[src/aplc_pkg.sv]
package aplc_pkg;

   localparam int unsigned POS_W = 11;

   localparam logic [POS_W-1:0] POS_MAX = {POS_W{1'b1}};
   localparam logic [POS_W-1:0] HDR_END = POS_W'(5);
   localparam logic [POS_W-1:0] LEN_BASE = POS_W'(10);
   localparam logic [POS_W-1:0] TRAILER_LEN = POS_W'(5);

   localparam logic [7:0] CH_STX = 8'h02;
   localparam logic [7:0] CH_ETX = 8'h03;
   localparam logic [7:0] CH_CR = 8'h0D;
   localparam logic [7:0] CH_LF = 8'h0A;

   localparam logic [3:0] NIB_DEC_MAX = 4'h9;
   localparam logic [7:0] ASCII_ZERO = 8'h30;
   localparam logic [7:0] ASCII_ALPHA_BASE = 8'h37;

   typedef enum logic {
      KIND_DATA = 1'b0,
      KIND_STATUS = 1'b1
   } kind_type;

   typedef enum logic [1:0] {
      STATUS_OK = 2'd0,
      STATUS_SHORT = 2'd1,
      STATUS_BAD = 2'd2
   } status_type;

   function automatic logic [7:0] hex_digit(input logic [3:0] nib);
      logic [7:0] nib_ext;
      nib_ext = {4'h0, nib};
      if (nib <= NIB_DEC_MAX) begin
         return nib_ext + ASCII_ZERO;
      end
      return nib_ext + ASCII_ALPHA_BASE;
   endfunction

endpackage

[src/ascii_plc_read_response_checker_top.sv]
// read-response frame checker for an ascii serial plc link
// req channel: one received frame byte per beat (req_rx_byte), the requested
//   word count (req_word_count, held for the whole frame) and req_frame_end on
//   the last byte of the frame
// rsp channel: rsp_kind data gives a payload byte in rsp_data_byte as soon as
//   it arrives; rsp_kind status gives rsp_frame_status on the frame_end beat
//   (ok, too short, bad framing or checksum)
// expected frame length is 4*word_count+10; bytes beyond it are dropped
// a taken beat's result is registered in the output register (skid if held)
// throughput: one beat per cycle when not stalled; per-beat check is a compare
//   and an add between the position/sum registers and the result register
// a two-entry result stage (output register plus skid register) lets beats
//   keep flowing while a result waits; req_stall rises only when both hold a
//   result, i.e. only after the receiver has stalled with a result waiting
// a data byte on the frame_end beat is not passed out, only the status
// reset (synchronous, active high) empties the result stage and clears the
//   position, checksum and mismatch state; the frame_end beat does the same
//   to the frame state so the next beat starts a new frame
module ascii_plc_read_response_checker_top
   import aplc_pkg::*;
(
   input  logic       clock,
   input  logic       reset,
   input  logic       req_valid,
   output logic       req_stall,
   input  logic [7:0] req_rx_byte,
   input  logic [7:0] req_word_count,
   input  logic       req_frame_end,
   output logic       rsp_valid,
   input  logic       rsp_stall,
   output logic       rsp_kind,
   output logic [7:0] rsp_data_byte,
   output logic [1:0] rsp_frame_status
);

   logic [POS_W-1:0] pos_ff, pos_in;
   logic [7:0] sum_ff, sum_in;
   logic mis_ff, mis_in;

   logic out_valid_ff, out_valid_in;
   kind_type out_kind_ff, out_kind_in;
   logic [7:0] out_data_ff, out_data_in;
   status_type out_status_ff, out_status_in;

   logic skid_valid_ff, skid_valid_in;
   kind_type skid_kind_ff, skid_kind_in;
   logic [7:0] skid_data_ff, skid_data_in;
   status_type skid_status_ff, skid_status_in;

   logic accept;
   logic take;
   logic [POS_W-1:0] frame_len;
   logic [POS_W-1:0] etx_pos;
   logic [POS_W:0] pos_next_wide;
   logic in_frame;
   logic bad_byte;
   logic is_data;
   logic [7:0] sum_add;
   logic res_valid;
   kind_type res_kind;
   logic [7:0] res_data;
   status_type res_status;

   assign accept = req_valid && !req_stall;
   assign take = out_valid_ff && !rsp_stall;
   assign req_stall = skid_valid_ff;

   assign frame_len = {1'b0, req_word_count, 2'b00} + LEN_BASE;
   assign etx_pos = frame_len - TRAILER_LEN;
   assign pos_next_wide = {1'b0, pos_ff} + (POS_W+1)'(1);
   assign in_frame = pos_ff < frame_len;
   assign sum_add = sum_ff + req_rx_byte;

   // position decode of the current beat
   always_comb begin
      bad_byte = 1'b0;
      is_data = 1'b0;
      sum_in = sum_ff;
      if (in_frame) begin
         priority if (pos_ff == '0) begin
            bad_byte = req_rx_byte != CH_STX;
         end else if (pos_ff < etx_pos) begin
            sum_in = sum_add;
            is_data = pos_ff >= HDR_END;
         end else if (pos_ff == etx_pos) begin
            sum_in = sum_add;
            bad_byte = req_rx_byte != CH_ETX;
         end else if (pos_ff == etx_pos + POS_W'(1)) begin
            bad_byte = req_rx_byte != hex_digit(sum_ff[7:4]);
         end else if (pos_ff == etx_pos + POS_W'(2)) begin
            bad_byte = req_rx_byte != hex_digit(sum_ff[3:0]);
         end else if (pos_ff == etx_pos + POS_W'(3)) begin
            bad_byte = req_rx_byte != CH_CR;
         end else begin
            bad_byte = req_rx_byte != CH_LF;
         end
      end
      mis_in = mis_ff || bad_byte;
      pos_in = (pos_ff == POS_MAX) ? pos_ff : pos_next_wide[POS_W-1:0];

      res_valid = is_data;
      res_kind = KIND_DATA;
      res_data = req_rx_byte;
      res_status = STATUS_OK;
      if (req_frame_end) begin
         res_valid = 1'b1;
         res_kind = KIND_STATUS;
         res_data = '0;
         priority if (pos_next_wide < {1'b0, frame_len}) begin
            res_status = STATUS_SHORT;
         end else if (mis_in) begin
            res_status = STATUS_BAD;
         end else begin
            res_status = STATUS_OK;
         end
         pos_in = '0;
         sum_in = '0;
         mis_in = 1'b0;
      end
   end

   // two-entry result stage
   always_comb begin
      out_valid_in = out_valid_ff;
      out_kind_in = out_kind_ff;
      out_data_in = out_data_ff;
      out_status_in = out_status_ff;
      skid_valid_in = skid_valid_ff;
      skid_kind_in = skid_kind_ff;
      skid_data_in = skid_data_ff;
      skid_status_in = skid_status_ff;
      if (!out_valid_ff || take) begin
         if (skid_valid_ff) begin
            out_valid_in = 1'b1;
            out_kind_in = skid_kind_ff;
            out_data_in = skid_data_ff;
            out_status_in = skid_status_ff;
            skid_valid_in = 1'b0;
         end else if (accept && res_valid) begin
            out_valid_in = 1'b1;
            out_kind_in = res_kind;
            out_data_in = res_data;
            out_status_in = res_status;
         end else begin
            out_valid_in = 1'b0;
         end
      end else if (accept && res_valid) begin
         skid_valid_in = 1'b1;
         skid_kind_in = res_kind;
         skid_data_in = res_data;
         skid_status_in = res_status;
      end
   end

   always_ff @(posedge clock) begin
      if (reset) begin
         pos_ff <= '0;
         sum_ff <= '0;
         mis_ff <= 1'b0;
         out_valid_ff <= 1'b0;
         skid_valid_ff <= 1'b0;
      end else begin
         if (accept) begin
            pos_ff <= pos_in;
            sum_ff <= sum_in;
            mis_ff <= mis_in;
         end
         out_valid_ff <= out_valid_in;
         skid_valid_ff <= skid_valid_in;
      end
   end

   always_ff @(posedge clock) begin
      out_kind_ff <= out_kind_in;
      out_data_ff <= out_data_in;
      out_status_ff <= out_status_in;
      skid_kind_ff <= skid_kind_in;
      skid_data_ff <= skid_data_in;
      skid_status_ff <= skid_status_in;
   end

   assign rsp_valid = out_valid_ff;
   assign rsp_kind = out_kind_ff;
   assign rsp_data_byte = out_data_ff;
   assign rsp_frame_status = out_status_ff;

   a_skid_behind_out: assert property (@(posedge clock) disable iff (reset)
      skid_valid_ff |-> out_valid_ff)
      else $error("skid register holds a beat while output register is empty");

   a_frame_end_clears: assert property (@(posedge clock) disable iff (reset)
      accept && req_frame_end |=> pos_ff == '0 && sum_ff == '0 && !mis_ff)
      else $error("frame state not cleared after frame end");

   a_status_no_data: assert property (@(posedge clock) disable iff (reset)
      out_valid_ff && out_kind_ff == KIND_STATUS |-> out_data_ff == '0)
      else $error("status beat carries a data byte");

   a_pos_advance: assert property (@(posedge clock) disable iff (reset)
      accept && !req_frame_end && pos_ff != POS_MAX |=>
         pos_ff == $past(pos_ff) + POS_W'(1))
      else $error("byte position did not advance");

endmodule
[config.mk]
export PLATFORM = sky130hd
export DESIGN_NAME = ascii_plc_read_response_checker_top
export DESIGN_NICKNAME = d
export VERILOG_FILES = /design/src/aplc_pkg.sv /design/src/ascii_plc_read_response_checker_top.sv
export SDC_FILE = /design/constraint.sdc
export NUM_CORES = 1
export LEC_CHECK = 0
export BUFFER_PORTS_ARGS = -buffer_cell sky130_fd_sc_hd__buf_2
export CAP_MARGIN = 40
export CELL_PAD_IN_SITES_DETAIL_PLACEMENT = 1
export CELL_PAD_IN_SITES_GLOBAL_PLACEMENT = 2
export CORE_AREA = 5 5 115 117
export CTS_CLUSTER_DIAMETER = 40
export CTS_CLUSTER_SIZE = 14
export DETAILED_ROUTE_END_ITERATION = 7
export DIE_AREA = 0 0 120 122
export PLACE_DENSITY_LB_ADDON = 0.12
export SLEW_MARGIN = 20
export SYNTH_ARGS = -nofsm -noshare
export SYNTH_HDL_FRONTEND = slang
export SYNTH_SLANG_ARGS = --single-unit
export TNS_END_PERCENT = 100
[constraint.sdc]
create_clock -name clock -period 3.95 [get_ports clock]
set_input_delay 0.1975 -clock clock [delete_from_list [all_inputs] [get_ports clock]]
set_output_delay 0.1975 -clock clock [all_outputs]
set_load 0.02 [all_outputs]
# --- Yosys cells after proc, flatten, opt, wreduce, memory -nomap -nowiden ---
# Index checks and enable logic that the tools add are counted.
# Widths: inputs -> output; s select.
totals:
  regBits: 44
  latchBits: 0
  ram_bits: 0
  romBits: 0
  out_inout_bits: 13
  elab_cells: 119
  memories: 0
classes:
  addsub: 11
  multipliers: 0
  div: 0
  magnitude_cmp: 6
  n_eq_ne: 13
  shift: 0
  n_mux: 60
  n_bitwise: 1
  reduce_logical: 17
ops:
  columns: ["cell", "n"]
  rows:
  - ["$mux 8", 23]
  - ["$eq 11x11->1", 4]
  - ["$mux 1", 30]
  - ["$add 4x6->7 const B", 4]
  - ["$add 11x2->11 const B", 2]
  - ["$lt 11x11->1", 2]
  - ["$mux 11", 2]
  - ["$ne 8x2->1 const B", 2]
  - ["$ne 8x4->1 const B", 2]
  - ["$ne 8x8->1", 2]
  - ["$add 11x1->12 const B", 1]
  - ["$lt 12x11->1", 1]
  - ["$add 10x4->11 const B", 1]
  - ["$add 11x1->11 const B", 1]
  - ["$eq 11x11->1 const B", 1]
  - ["$ge 11x3->1 const B", 1]
  - ["$logic_not 11->1", 1]
  - ["$sub 11x3->11 const B", 1]
  - ["$mux 2", 5]
  - ["$add 8x8->8", 1]
  - ["$le 4x4->1 const B", 2]
  - ["$reduce_and 2->1", 3]
  - ["$ne 2x2->1 const B", 2]
  - ["$reduce_and 4->1", 1]
  - ["7 further kinds", 13]

# --- Logic depth before layout (Yosys ltp) ---
# Gate-level depths: netlist of the first run.
depth:
  word_depth: 30
  depth_mapped: 21
  mapped_depth_nobuf: 20

# --- Worst setup path before layout of the first run ---
# OpenSTA, ideal clock, no wires.
synth_path:
  kind: "input to register"
  startpoint: "input port req_word_count[1]"
  endpoint: "register out_status_ff[1] (netlist: rsp_frame_status[1]) (data pin)"
  t_arrival_ns: 4.069
  path_slack_ns: -0.380
  cell_stages: 21
  n_path_buf: 2
  path_cell_list: "ha_1 > buf_6 > and2_4 > nand2_1 > xor2_1 > nor4b_1 > xnor2_1 > ha_1 > nand4_1 > nor2_1 > and2_1 > clkbuf_1 > nand2_1 > nor2_1 > o21ai_0 > xnor2_1 > nor4_1 > o2111ai_1 > or4_4 > a211oi_2 > o31ai_1"
synth_between:
  elab_chain_cells: 17
  elab_cells_between_ends: 25
  cone_classes: "5 x add/sub; 3 x order compare; 4 x eq/ne; 12 x mux; 1 x reduce/logical"
synth_rtl:
  columns: ["item", "line", "text"]
  rows:
  - ["start: declaration", "ascii_plc_read_response_checker_top.sv:27", "input logic [7:0] req_word_count,"]
  - ["$add 10x4->11 (*)", "ascii_plc_read_response_checker_top.sv:68", "assign frame_len = {1'b0, req_word_count, 2'b00} + LEN_BASE;"]
  - ["$sub 11x3->11", "ascii_plc_read_response_checker_top.sv:69", "assign etx_pos = frame_len - TRAILER_LEN;"]
  - ["$add 11x2->11", "ascii_plc_read_response_checker_top.sv:92", "end else if (pos_ff == etx_pos + POS_W'(3)) begin"]
  - ["$eq 11x11->1", "ascii_plc_read_response_checker_top.sv:92", null]
  - ["$mux 1", "ascii_plc_read_response_checker_top.sv:92", null]
  - ["$mux 1", "ascii_plc_read_response_checker_top.sv:90", "end else if (pos_ff == etx_pos + POS_W'(2)) begin"]
  - ["$mux 1", "ascii_plc_read_response_checker_top.sv:88", "end else if (pos_ff == etx_pos + POS_W'(1)) begin"]
  - ["$mux 1", "ascii_plc_read_response_checker_top.sv:85", "end else if (pos_ff == etx_pos) begin"]
  - ["$mux 1", "ascii_plc_read_response_checker_top.sv:82", "end else if (pos_ff < etx_pos) begin"]
  - ["$mux 1", "ascii_plc_read_response_checker_top.sv:80", "priority if (pos_ff == '0) begin"]
  - ["$mux 1", "ascii_plc_read_response_checker_top.sv:79", "if (in_frame) begin"]
  - ["$logic_or 1x1->1", "ascii_plc_read_response_checker_top.sv:98", "mis_in = mis_ff || bad_byte;"]
  - ["$mux 2", "ascii_plc_read_response_checker_top.sv:111", "end else if (mis_in) begin"]
  - ["$mux 2 (*)", "ascii_plc_read_response_checker_top.sv:109", "priority if (pos_next_wide < {1'b0, frame_len}) begin"]
  - ["$mux 2 (*)", "ascii_plc_read_response_checker_top.sv:105", "if (req_frame_end) begin"]
  - ["$mux 2 (*)", "ascii_plc_read_response_checker_top.sv:139", "end else if (accept && res_valid) begin"]
  - ["$mux 2 (*)", "ascii_plc_read_response_checker_top.sv:133", "if (skid_valid_ff) begin"]
  - ["end signal: assignment", "ascii_plc_read_response_checker_top.sv:176", "out_status_ff <= out_status_in;"]
  - ["end: declaration", "ascii_plc_read_response_checker_top.sv:43", "status_type out_status_ff, out_status_in;"]
# Mark *: on every way between the ends. The rest lies on a longest branch, timed or not. The select of a mux whose other input is x is not followed.
# A chain may end at the register's enable or synchronous reset.

# --- Final worst setup path of the first run ---
layout_path:
  startpoint: "input port req_word_count[2]"
  endpoint: "register out_status_ff[1] (netlist: rsp_frame_status[1]) (data pin)"
# The elaborated chain is that of the path after synthesis.

==> results.yml, run 1 <==
grt:
  grt-busiest-layer: "met2"
  antenna_found_initial: 0
  use_met3_pct: 1.49
  gr-total-overflow: 0
  grt_pass1_wl_mm: 19.6
  grt_max_degree: 19
  met1_usage_pct: 19.6
  grt_pass1_vias: 3784
  met2_usage_pct: 32.2
  grt_usage_pct: 16.6
placed_design:
  io_buffers: 33
  place_congestion: 0.817
  dpl.hpwl_mm: 9.33
power_and_ir_drop:
  pwr-share-clk_pct: 38.8
  powerDensity_nw_per_um2: 257
  p_seq_share_pct: 39.6
  intPower_uw: 918
  switching_share_pct: 27.6
  power_leakage_uw: 0.00217
  power.switching_uw: 350
  p_comb_share_pct: 21.6
  peakVddDrop_mv: 0.143
critical_path:
  required_ns: 3.97
  startpoint_type: "input pin"
  cp-startpoint: "req_word_count[2]"
  crit_arrival_ns: 3.89
  r2r_start: "pos_ff[0]"
  cp_max_fo: 3
  cp-end-kind: "flop"
  path_class: "input pin to flop"
timing:
  maxSlewHeadroom_pct: 53.4
  setup_viol: 0
  rsz0062_at_grt: "true"
  fmax_mhz: 259
  fin_skew_ns: 0.00765
  fin_crit_ns: 3.87
  holdWs_ns: 0.223
  finalHoldViolCount: 0
  fin_setup_tns_ns: 0
  fin_crit_sh_pct: 97.9
  worst_slew_pin_slew_ns: 0.692
  slew_viol_final: 0
synth:
  synth_area_per_cell_um2: 8.90
  synth_edf_count: 22
  ys_seq_elements: 44
  synth-async-reset-ratio_pct: 0
  ys.flop_type: "edfxtp_1"
  syn_nets: 511
  yosysUniqueCellTypes: 68
  synth_area_um2: 3980
  synth-warning-count: 0
  synthCells: 447
  synth-seq-area-share_pct: 27.7
routing:
  first_pass_iters: 4
  wl_per_cell_um: 17.0
  drt_wl_total_mm: 11.5
  drc: 0
  drt_iter0_markers: 90
  num_vias: 3547
  antenna_left: 0
  via_per_inst: 5.25
floorplanning:
  initial_utilization_pct: 32.4
  rows: 41
  dieArea_um2: 14600
  die_w_um: 120
  die_h_um: 122
  ios: 34
  coreArea_um2: 12300
cts:
  clkTransAtPathRegs_ns: 0.07
  cts_made_buffers: 5
  cts_tree: "done"
  holdBufCountCts: 0
  htreeDepth: 2
  clockRootBuffer: "clkbuf_16"
  cts_sinks: 44
  clock_latency_ns: 0.29
  clockBufferDepth: 2
final_layout:
  layout_commonest_cell: "buf_4"
  fillerInstances: 1455
  num-nets-final: 589
  layout_common_cells: "54 x buf_4, 40 x ha_1, 32 x a21oi_1, 32 x buf_2, 31 x xnor2_1"
  fin_util_pct: 40.3
  drive_gt1_share_pct: 25.9
  regArea_um2: 1100
  syn2layout_area_growth_pct: 24.2
  multiInputGateArea_um2: 2830
  antenna-diode-count: 0
run_status:
  status: "completed"
run:
  maxCapViolCount: 0
hold_path:
  hp-start: "rsp_stall"
  hold_class: "input pin to flop"
[sequential cells by signal, indices dropped and copies added, names as in the netlist]
| signal | flops |
|---|---|
| rsp_data_byte | 8 |
| pos_ff | 11 |
| rsp_frame_status | 2 |
| rsp_kind | 1 |
| rsp_valid | 1 |
| mis_ff | 1 |
| skid_kind_ff | 1 |
| skid_status_ff | 2 |
| skid_data_ff | 8 |
| sum_ff | 8 |
| req_stall | 1 |
[final timing paths]
kind	slack, ns	to	cells past startpoint
setup / recovery	0.08	rsp_frame_status[1]	20
hold / removal	0.22	req_stall	3
setup reg to reg	0.36	rsp_frame_status[1]	15
hold reg to reg	0.50	mis_ff	2
[kinds of logic (layout without fill, tap and decap cells)]
group | Yosys count | in the layout | share of synthesized area [%]
AND/OR/NAND/NOR | 153 | 153 | 20.6
adder cells (fa/ha/maj) | 47 | 47 | 14.7
buffers and inverters | 33 | 112 | 4.03
XOR/XNOR | 50 | 50 | 11.9
AO/OA/AOI/OAI | 111 | 111 | 18.5
multiplexers | 9 | 9 | 2.52
flip-flops | 44 | 44 | 27.7
[critical path: stages]
cell,delay [ns]
buf_2,0.13
ha_4,0.21
or2b_4,0.28
nor4_4,0.16
a21oi_2,0.07
nor4b_2,0.24
xnor2_1,0.14
ha_1,0.32
nand4_1,0.16
nor2_4,0.17
and2_4,0.20
nand2_4,0.06
nor2_2,0.08
o21ai_1,0.08
xnor2_1,0.16
nor4_1,0.29
o2111ai_1,0.16
or4_4,0.46
a211oi_4,0.23
o31ai_1,0.08
[per-layer routing]
metal  vias to the layer above  wire length [um]
met5                         -                 0
met4                         0               161
met3                         9               241
met2                        37              6090
met1                      1723              4990
li1                       1778                 -
[cell type report]
class,count,share of cell area [%]
tap,150,3.80
clock buffer,5,2.53
sequential,44,22.3
timing repair buffer,87,11.8
clock inverter,3,0.937
inverter,17,1.29
multi-input combinational,370,57.4
[repair_timing]
action,in CTS,in global routing
pin swaps,8,3
buffers inserted,1,1
setup endpoints to repair,3,3
gates resized for setup,6,10
[synthesized netlist by cell type (all sizes together) (2+ instances only)]
library cell	instances	share of area [%]
ha	42	13
a21oi	33	4.2
xnor2	33	7.6
nor2	32	3.0
nand2	28	2.6
dfxtp	22	11
edfxtp	22	17
a21o	20	3.8
o21ai	20	2.5
inv	17	1.6
nand3	17	2.3
nor3	16	2.1
xor2	16	3.7
nor2b	14	2.2
clkbuf	11	1.1
and3	10	1.6
mux2	8	2.3
a22o	7	1.5
a211oi	5	1.1
buf	5	1.3
nand3b	5	0.94
a31oi	4	0.63
maj3	4	1.0
nand4	4	0.63
or4	4	0.88
a21boi	3	0.57
and2	3	0.53
nor3b	3	0.69
nor4	3	0.47
o31ai	3	0.57
or2	3	0.47
a22oi	2	0.38
a32o	2	0.50
nand2b	2	0.31
nor4b	2	0.44
o211ai	2	0.38
o21a	2	0.38
o21bai	2	0.38
o31a	2	0.47
or2b	2	0.38
or3	2	0.31
[power by group through the flow]
stage / registers, uW / clock network (uW) / logic [uW]
global route: 503 / 519 / 306
global placement: 511 / 0 / 264
CTS: 501 / 507 / 274
finish: 502 / 492 / 274
detailed placement: 511 / 0 / 270
floorplan: 517 / 0 / 156
[through the flow]
stage                     setup WS (ns)  instance area (um2)  total power (uW)  instances
after floorplan                 -0.0128                 4050               673        447
after detailed placement         -0.611                 4690               781        666
after global placement           -0.514                 4690               775        666
after CTS                       0.00836                 4890              1280        675
final                            0.0827                 4940              1270        676
after global routing             -0.158                 4940              1330        676
No activity file was read; power rests on OpenSTA's default activity.
==> run 2: changes to the inputs <==
--- a/config.mk
+++ b/config.mk
@@ -7,16 +7,15 @@
 export LEC_CHECK = 0
 export BUFFER_PORTS_ARGS = -buffer_cell sky130_fd_sc_hd__buf_2
 export CAP_MARGIN = 40
-export CELL_PAD_IN_SITES_DETAIL_PLACEMENT = 1
-export CELL_PAD_IN_SITES_GLOBAL_PLACEMENT = 2
-export CORE_AREA = 5 5 115 117
+export CELL_PAD_IN_SITES_DETAIL_PLACEMENT = 0
+export CELL_PAD_IN_SITES_GLOBAL_PLACEMENT = 1
+export CORE_AREA = 5 5 75 146
 export CTS_CLUSTER_DIAMETER = 40
 export CTS_CLUSTER_SIZE = 14
 export DETAILED_ROUTE_END_ITERATION = 7
-export DIE_AREA = 0 0 120 122
+export DIE_AREA = 0 0 80 151
 export PLACE_DENSITY_LB_ADDON = 0.12
 export SLEW_MARGIN = 20
 export SYNTH_ARGS = -nofsm -noshare
 export SYNTH_HDL_FRONTEND = slang
 export SYNTH_SLANG_ARGS = --single-unit
-export TNS_END_PERCENT = 100
==> results.yml, run 2 (synthesis results as in run 1) <==
critical_path:
  cp_cell_sequence: "buf_8 -> ha_4 -> or2b_4 -> nor3_4 -> a21oi_2 -> nor4b_2 -> xnor2_1 -> ha_1 -> nand4_1 -> nor2_2 -> and2_4 -> nand2_4 -> nor2_1 -> o21ai_1 -> xnor2_1 -> nor4_1 -> o2111ai_1 -> or4_4 -> a211oi_2 -> o31ai_1"
  cp.buffers_inverters: 1
  cp_common_cell: "xnor2_1"
  r2r_start: "pos_ff[0]"
  cp-end-kind: "flop"
  startpoint_type: "input pin"
  cp-startpoint: "req_word_count[1]"
  path_class: "input pin to flop"
  slowest_stage: "or4_4"
  cp_max_fo: 4
  crit_family: "simple AND/OR/NAND/NOR gates"
  slowest_delay_ns: 0.45
  crit_arrival_ns: 3.91
  required_ns: 3.97
grt:
  grt_max_degree: 19
  antenna_found_initial: 0
  grt_pass1_wl_mm: 17.6
  gr-total-overflow: 0
  grt_usage_pct: 19.2
  grt_pass1_vias: 3538
routing:
  wl_met2_mm: 6.68
  antenna_left: 0
  drc: 0
  wl_per_cell_um: 17.1
  met3_length_um: 274
  drt_iter0_markers: 153
  via_per_inst: 5.39
  drt-met1-wl_mm: 3.87
  num_vias: 3534
  drt_wl_total_mm: 11.2
  top_layer: "met4"
  first_pass_iters: 4
cts:
  cts_made_buffers: 5
  clockRootBuffer: "clkbuf_16"
  cts_tree: "done"
  clock_latency_ns: 0.29
  htreeDepth: 2
  holdBufCountCts: 0
  cts_sinks: 44
  clkTransAtPathRegs_ns: 0.07
  clockBufferDepth: 2
power_and_ir_drop:
  power_leakage_uw: 0.00216
  peakVddDrop_mv: 0.211
  powerDensity_nw_per_um2: 259
hold_path:
  hp-start: "rsp_stall"
  hold_class: "input pin to flop"
final_layout:
  fin_area_um2: 4880
  layout_commonest_cell: "buf_4"
  layout_common_cells: "53 x buf_4, 40 x ha_1, 32 x a21oi_1"
  antenna-diode-count: 0
  fillerInstances: 990
  max_flop_register: "pos_ff"
  drive_gt1_share_pct: 25.4
  largest_reg_flops: 11
  num-nets-final: 587
  syn2layout_area_growth_pct: 22.8
floorplanning:
  dieArea_um2: 12100
  die_w_um: 80
  initial_utilization_pct: 41.0
  coreArea_um2: 9700
  rows: 51
  ios: 34
  die_h_um: 151
placed_design:
  place_congestion: 0.900
  io_buffers: 33
  dpl.hpwl_mm: 9.18
  placed_area_um2: 4650
timing:
  fin_setup_tns_ns: 0
  fin_crit_sh_pct: 98.5
  worst_slew_pin_slew_ns: 0.774
  finalHoldViolCount: 0
  rsz0062_at_grt: "true"
  fmax_mhz: 257
  setup_viol: 0
  maxSlewHeadroom_pct: 48.0
  fin_skew_ns: 0.00808
  slew_viol_final: 0
  fin_crit_ns: 3.89
run:
  maxCapViolCount: 0
run_status:
  status: "completed"
[run 2: cell count changes in the layout (fill, tap and decap cells not counted)]
cell	previous run	this run
buf_2	32	31
buf_4	54	53
nand3_2	1	2
nor2_1	29	30
nand3_4	1	0
nor2_4	1	0
a211oi_2	0	1
a211oi_4	1	0
[run 2: tightest hold or removal path, cell delays in order]
cell and delay, ns:
buf_2 0.10, nand2_1 0.11, nor3_1 0.06
[run 2: repair_timing]
item,in CTS,in global routing
pin swaps,8,6
setup buffers,0,2
setup endpoints to repair,2,2
gates cloned,0,0
gates resized for setup,4,9
endpoints found under the hold margin,0,0
[run 2: layout make-up]
class                      count  area (um2)  share of cell area, %
tap                          132         165                   3.38
timing repair buffer          85         568                   11.6
clock buffer                   5         125                   2.56
multi-input combinational    370        2810                   57.6
clock inverter                 3        46.3                  0.948
inverter                      17        63.8                   1.31
sequential                    44        1100                   22.6
[run 2: final timing paths]
kind	endpoint	slack, ns	cells after the start
worst max-delay path	rsp_frame_status[1]	0.06	20
worst min-delay path	req_stall	0.23	3
worst max register to register	rsp_frame_status[1]	0.42	15
worst min register to register	mis_ff	0.48	2
[run 2: metal layers]
metal	GRT usage, %	vias to the layer above
met3	1.79	21
met5	0	-
met1	17.1	1685
li1	-	1766
met4	8.71	0
met2	40.6	62
[run 2: per-stage QoR]
step / power (uW) / setup slack [ns] / utilization, % / hold WS (ns) / cells
finish: 1260 / 0.0582 / 50.3 / 0.233 / 656
global route: 1310 / -0.0734 / 50.3 / 0.249 / 656
CTS: 1270 / 0.00223 / 49.8 / 0.227 / 654
detailed placement: 776 / -0.563 / 47.9 / 0.475 / 646
global placement: 771 / -0.448 / 47.9 / 0.460 / 646
floorplan: 673 / -0.0128 / - / 0.267 / 447
[run 2: report_power, final]
part | switching [uW] | internal [uW]
clock | 193 | 301
sequential | 8.24 | 492
combinational | 148 | 120
total | 350 | 913
